$ cat config.mk
export PLATFORM = sky130hd
export DESIGN_NAME = keccak_f800_variant_permutation
export DESIGN_NICKNAME = d
export VERILOG_FILES = /design/src/kf800_pkg.sv /design/src/kf800_ctrl.sv /design/src/kf800_dp.sv /design/src/keccak_f800_variant_permutation.sv
export SDC_FILE = /design/constraint.sdc
export NUM_CORES = 2
export LEC_CHECK = 0
export BUFFER_PORTS_ARGS = -buffer_cell sky130_fd_sc_hd__buf_2
export CORE_ASPECT_RATIO = 0.9
export CORE_MARGIN = 5
export CORE_UTILIZATION = 40
export CTS_BUF_LIST = sky130_fd_sc_hd__clkbuf_8
export CTS_CLUSTER_DIAMETER = 100
export DETAILED_ROUTE_END_ITERATION = 12
export MAX_ROUTING_LAYER = met4
export PLACE_DENSITY = 0.53
export SLEW_MARGIN = 20
export SYNTH_ARGS = -nofsm -noshare
export SYNTH_HDL_FRONTEND = slang
export SYNTH_SLANG_ARGS = --single-unit
$ cat constraint.sdc
create_clock -name i_clk -period 22.4 [get_ports i_clk]
set_clock_uncertainty 0.2 [all_clocks]
set_input_delay 1.12 -clock i_clk [delete_from_list [all_inputs] [get_ports i_clk]]
set_output_delay 1.12 -clock i_clk [all_outputs]
set_load 0.01 [all_outputs]
$ cat src/kf800_pkg.sv
// Shared types, constants and functions for the Keccak-f[800] variant block.
// No dependencies; imported by kf800_ctrl, kf800_dp, the top level, the checker and the testbench.
package kf800_pkg;

    localparam int LANES       = 25;
    localparam int LANE_W      = 32;
    localparam int IDX_W       = 5;
    localparam int ROUND_COUNT = 22;

    localparam logic [IDX_W-1:0] LAST_LANE  = IDX_W'(LANES - 1);
    localparam logic [IDX_W-1:0] LAST_ROUND = IDX_W'(ROUND_COUNT - 1);

    typedef logic [LANE_W-1:0] t_lane;

    typedef struct packed {
        logic             load;
        logic             shift;
        logic             round;
        logic [IDX_W-1:0] rnd_idx;
    } t_dp_cmd;

    function automatic t_lane round_const(input logic [IDX_W-1:0] idx);
        t_lane rc;
        case (idx)
            5'd0:    rc = 32'h0000_0001;
            5'd1:    rc = 32'h0000_8082;
            5'd2:    rc = 32'h0000_808a;
            5'd3:    rc = 32'h8000_8000;
            5'd4:    rc = 32'h0000_808b;
            5'd5:    rc = 32'h8000_0001;
            5'd6:    rc = 32'h8000_8081;
            5'd7:    rc = 32'h0000_8009;
            5'd8:    rc = 32'h0000_008a;
            5'd9:    rc = 32'h0000_0088;
            5'd10:   rc = 32'h8000_8009;
            5'd11:   rc = 32'h8000_000a;
            5'd12:   rc = 32'h8000_808b;
            5'd13:   rc = 32'h0000_008b;
            5'd14:   rc = 32'h0000_8089;
            5'd15:   rc = 32'h0000_8003;
            5'd16:   rc = 32'h0000_8002;
            5'd17:   rc = 32'h0000_0080;
            5'd18:   rc = 32'h0000_800a;
            5'd19:   rc = 32'h8000_000a;
            5'd20:   rc = 32'h8000_8081;
            5'd21:   rc = 32'h0000_8080;
            default: rc = '0;
        endcase
        return rc;
    endfunction

    function automatic t_lane rotl(input t_lane x, input int n);
        int m;
        m = n % LANE_W;
        return (m == 0) ? x : t_lane'((x << m) | (x >> (LANE_W - m)));
    endfunction

    function automatic int rho_amount(input int k);
        return ((k * (k + 1)) / 2) % LANE_W;
    endfunction

endpackage

$ cat src/kf800_ctrl.sv
// Controller: load counter, round/emit counter and run state machine.
// Depends on kf800_pkg; drives commands into kf800_dp.
module kf800_ctrl import kf800_pkg::*; (
    input  logic             i_clk,
    input  logic             i_rst_n,
    input  logic             i_start,
    output logic             o_busy,
    output logic             o_valid,
    output logic [IDX_W-1:0] o_lane_index,
    output logic             o_last_lane,
    output t_dp_cmd          o_cmd
);

    typedef enum logic [1:0] {S_LOAD, S_ROUND, S_EMIT} t_state;

    t_state           r_state, n_state;
    logic [IDX_W-1:0] r_load_cnt, n_load_cnt;
    logic [IDX_W-1:0] r_cnt, n_cnt;

    always_comb begin
        n_state    = r_state;
        n_load_cnt = r_load_cnt;
        n_cnt      = r_cnt;
        unique case (r_state)
            S_LOAD: begin
                if (i_start) begin
                    if (r_load_cnt >= LAST_LANE) begin
                        n_load_cnt = '0;
                        n_cnt      = '0;
                        n_state    = S_ROUND;
                    end else begin
                        n_load_cnt = r_load_cnt + 1'b1;
                    end
                end
            end
            S_ROUND: begin
                if (r_cnt == LAST_ROUND) begin
                    n_cnt   = '0;
                    n_state = S_EMIT;
                end else begin
                    n_cnt = r_cnt + 1'b1;
                end
            end
            S_EMIT: begin
                if (r_cnt == LAST_LANE) begin
                    n_cnt   = '0;
                    n_state = S_LOAD;
                end else begin
                    n_cnt = r_cnt + 1'b1;
                end
            end
            default: n_state = S_LOAD;
        endcase
    end

    always_ff @(posedge i_clk) begin
        if (!i_rst_n) begin
            r_state    <= S_LOAD;
            r_load_cnt <= '0;
            r_cnt      <= '0;
        end else begin
            r_state    <= n_state;
            r_load_cnt <= n_load_cnt;
            r_cnt      <= n_cnt;
        end
    end

    assign o_busy       = (r_state != S_LOAD);
    assign o_valid      = (r_state == S_EMIT);
    assign o_lane_index = r_cnt;
    assign o_last_lane  = (r_state == S_EMIT) && (r_cnt == LAST_LANE);

    assign o_cmd.load    = (r_state == S_LOAD) && i_start;
    assign o_cmd.shift   = ((r_state == S_LOAD) && i_start) || (r_state == S_EMIT);
    assign o_cmd.round   = (r_state == S_ROUND);
    assign o_cmd.rnd_idx = r_cnt;

endmodule

$ cat src/kf800_dp.sv
// Datapath: 25-lane state register, shift line for load/emit, one round per cycle.
// Depends on kf800_pkg; commanded by kf800_ctrl.
module kf800_dp import kf800_pkg::*; (
    input  logic    i_clk,
    input  t_dp_cmd i_cmd,
    input  t_lane   i_lane_in,
    output t_lane   o_lane_out
);

    t_lane r_s [LANES];
    t_lane n_rnd [LANES];

    always_comb begin
        t_lane c [5];
        t_lane d [5];
        t_lane t [LANES];
        t_lane p [LANES];
        for (int i = 0; i < 5; i++) begin
            c[i] = r_s[i] ^ r_s[i+5] ^ r_s[i+10] ^ r_s[i+15] ^ r_s[i+20];
        end
        for (int i = 0; i < 5; i++) begin
            d[i] = c[(i+4)%5] ^ rotl(c[(i+1)%5], 1);
        end
        for (int i = 0; i < LANES; i++) begin
            t[i] = r_s[i] ^ d[i%5];
        end
        p[0] = t[0];
        p[1] = rotl(t[1], 1);
        for (int k = 2; k < LANES; k++) begin
            p[k] = rotl(t[k-1], rho_amount(k));
        end
        for (int r = 0; r < LANES; r += 5) begin
            for (int i = 0; i < 5; i++) begin
                n_rnd[r+i] = p[r+i] ^ (~p[r+(i+1)%5] & p[r+(i+2)%5]);
            end
        end
        n_rnd[0] = n_rnd[0] ^ round_const(i_cmd.rnd_idx);
    end

    always_ff @(posedge i_clk) begin
        if (i_cmd.round) begin
            for (int i = 0; i < LANES; i++) begin
                r_s[i] <= n_rnd[i];
            end
        end else if (i_cmd.shift) begin
            for (int i = 0; i < LANES - 1; i++) begin
                r_s[i] <= r_s[i+1];
            end
            if (i_cmd.load) begin
                r_s[LANES-1] <= i_lane_in;
            end
        end
    end

    assign o_lane_out = r_s[0];

endmodule

$ cat src/keccak_f800_variant_permutation.sv
// Top level of the Keccak-f[800] variant permutation block.
// Depends on kf800_pkg, kf800_ctrl and kf800_dp.
//
// Usage:
//   Input: drive i_lane_in and raise i_start; an item is taken at each rising
//   edge where i_start is high and o_busy is low. Lanes arrive in order 0..24,
//   one item per lane.
//   After lane 24 is taken, o_busy rises for the run: 22 rounds
//   (one round per cycle in a single round unit), then 25 lanes of output.
//   Output: o_valid marks each result for exactly one cycle; lanes leave in
//   order 0..24 on consecutive cycles with o_lane_index, and o_last_lane is
//   high on lane 24. The first lane appears once the last round is done.
//   o_busy falls after the last lane; no new lane is taken during a run.
//   The receiver cannot stall; results must be taken when shown.
//   Reset (i_rst_n low, synchronous) returns the block to the loading state
//   with the lane count at zero; state lanes are not cleared, since all 25
//   are written before any is read.
module keccak_f800_variant_permutation import kf800_pkg::*; (
    input  logic             i_clk,
    input  logic             i_rst_n,
    input  logic             i_start,
    input  logic [31:0]      i_lane_in,
    output logic             o_busy,
    output logic             o_valid,
    output logic [31:0]      o_lane_out,
    output logic [IDX_W-1:0] o_lane_index,
    output logic             o_last_lane
);

    t_dp_cmd cmd;

    kf800_ctrl u_ctrl (
        .i_clk        (i_clk),
        .i_rst_n      (i_rst_n),
        .i_start      (i_start),
        .o_busy       (o_busy),
        .o_valid      (o_valid),
        .o_lane_index (o_lane_index),
        .o_last_lane  (o_last_lane),
        .o_cmd        (cmd)
    );

    kf800_dp u_dp (
        .i_clk      (i_clk),
        .i_cmd      (cmd),
        .i_lane_in  (i_lane_in),
        .o_lane_out (o_lane_out)
    );

endmodule

==> flow_summary.toml <==
[status]
status = "complete, no violations"

[global_routing]
track_usage = 0.393
grt_pass1_vias = 40100
grt_pass1_wl_um = 398000
grt_max_degree = 194
antenna_found_initial = 26
overflow = 0

[synth]
ys_ff_latch = 818
synth.top_cells.by_area = "edfxtp_1 (40%), xnor2_1 (17%), xor2_1 (8.3%)"
synth.distinct_cells = 45
synth_ff_type = "edfxtp_1"
yosys.area.top_type = "edfxtp_1"
synth-seq-area-share = 0.402
syn-num-nets = 5827
ys_warn_count = 0
synth_edf_count = 800
yosys-top-cells-count = "xnor2_1 (1208), nand2_1 (840), edfxtp_1 (800), xor2_1 (572), nor2_1 (488)"
syn_area_mm2 = 0.0607
synth_area_per_cell_um2 = 10.5
synthArstFlopShare = 0
netlist_instances = 5776
synth.most_common_cell = "xnor2_1"
netlist.area_leader.share = 0.396

[routing]
drc = 0
drtAntennaViolNets = 0
routed_wl_um = 311000
via_per_inst = 5.59
dr.first_iter.drc_count = 7278
drt_first_pass_iters = 6
vias = 45300
routedWlPerCell_um = 38.5

[finish]
fin_nets = 6008
syn2layout_area_growth_pct = 11.3
drive_gt1_frac = 0.131
fillerInstances = 14400

[sta]
max-slew-margin-rel = 0.0648
min_period_ns = 5.76
rsz0062_at_grt = "no"
fin_crit_sh = 0.257
setup_tns_ns = 0
setup_violations = 0
drv_slew = 0
max_slew.worst_pin.slew_ns = 1.40
hold_violations = 0
fmax_mhz = 174

[cts]
cts_sinks = 818
cts-root-buf = "clkbuf_8"
ctsHoldBuffers = 0
tritoncts = "done"
cts_resized = 0
clock_path_buffers = 3
cts-buffers-inserted = 163
clkLatencyLatePin_ns = 0.99
path_clk_slew_ns = 0.06
htreeDepth = 4
postCtsSetupBuffers = 0

[floorplanning]
die_h_um = 380
die_w_um = 421
ios = 75
coreArea_mm2 = 0.151
row_count = 135
dieArea_mm2 = 0.160
initial_core_util = 0.403

[critical_path]
critPathKind = "flop to flop"
crit_path_max_fanout = 109
critPathCaptureType = "flop"
cp.arrival_ns = 6.20
startpoint_type = "flop"
required_ns = 22.83

[flow_run]
max_cap_viol_count = 0

[placement]
gp_congestion = 1.09
dp_hpwl_um = 264000
io_buffers = 74

[hold_path]
hp-class = "primary input to flop"
==> cells in the final DEF, fill, tap and decap left out, types with 74 or more instances in the layout <==
cell type and n:
buf_2 74, o21ai_1 160, o21ai_0 423, buf_4 155, nor2b_1 149, clkbuf_8 174
nand2b_1 148, xnor3_1 160, nor2_1 488, xnor2_1 1135, nand2_1 840, xnor2_2 266
xor2_1 554, a21oi_1 235, xor2_2 85, edfxtp_1 800
==> kinds of logic after synthesis <==
group                      synth area share
buffers and inverters                0.0166
muxes                              0.000659
adders and majority gates           0.00330
xor gates and xnor gates              0.392
DFF                                   0.402
and+or+nand+nor                       0.115
AOI/OAI and AO/OA                    0.0709
==> final timing paths <==
| check | start | endpoint | slack [ns] | cells after the start |
|---|---|---|---|---|
| max | u_ctrl.r_state[1]$_SDFFE_PN0P_ | u_dp.r_s[1][25]$_DFFE_PP_ | 16.64 | 9 |
| min | i_lane_in[9] | u_dp.r_s[3][9]$_DFFE_PP_ | 0.27 | 3 |
| max reg2reg | u_ctrl.r_state[1]$_SDFFE_PN0P_ | u_dp.r_s[1][25]$_DFFE_PP_ | 16.64 | 9 |
| min reg2reg | u_ctrl.r_load_cnt[2]$_SDFFE_PN0P_ | u_ctrl.r_load_cnt[2]$_SDFFE_PN0P_ | 0.35 | 2 |
==> worst max-delay path, stage by stage, from the launching register on <==
cell	delay (ns)
dfxtp_1	0.34
inv_1	0.13
ha_1	0.35
nand2_1	0.29
a21oi_4	0.23
buf_4	0.72
buf_4	0.86
buf_4	0.91
buf_4	0.91
o21ai_0	0.27
==> registers in the layout, summed over array words and instances, names as in the netlist, named ones only <==
name / count
u_ctrl.r_state: 2
u_dp.r_s: 800
u_ctrl.o_lane_index: 5
u_ctrl.r_load_cnt: 5
==> layer usage <==
layer / wire length, um / track usage
met1: 134000 / 0.556
met2: 121000 / 0.504
met4: 17600 / 0.178
met5: 0 / -
met3: 39500 / 0.130
==> layout make-up <==
class,count,area [um2],share of cell area
antenna,20,50.0,0.000741
clock buffer,174,2390,0.0354
clock inverter,122,552,0.00817
inverter,16,60.1,0.000889
multi-input combinational,4726,36100,0.534
sequential,818,24400,0.361
tap,1986,2480,0.0368
timing repair buffer,232,1590,0.0236
==> per-stage QoR <==
| stage | cells | hold slack, ns | setup WS, ns | cell area, um2 | util |
|---|---|---|---|---|---|
| global placement | 7778 | 0.327 | 16.60 | 64400 | 0.427 |
| global route | 8090 | 0.242 | 16.33 | 67600 | 0.448 |
| CTS | 8074 | 0.192 | 16.85 | 67500 | 0.448 |
| finish | 8094 | 0.273 | 16.64 | 67600 | 0.449 |
| floorplan | 5776 | 0.284 | 3.32 | 60700 | - |
| detailed placement | 7778 | 0.330 | 16.50 | 64500 | 0.428 |
Power is not shown: default switching activity piles up to over one toggle a cycle in this logic, so the estimate is an artifact.
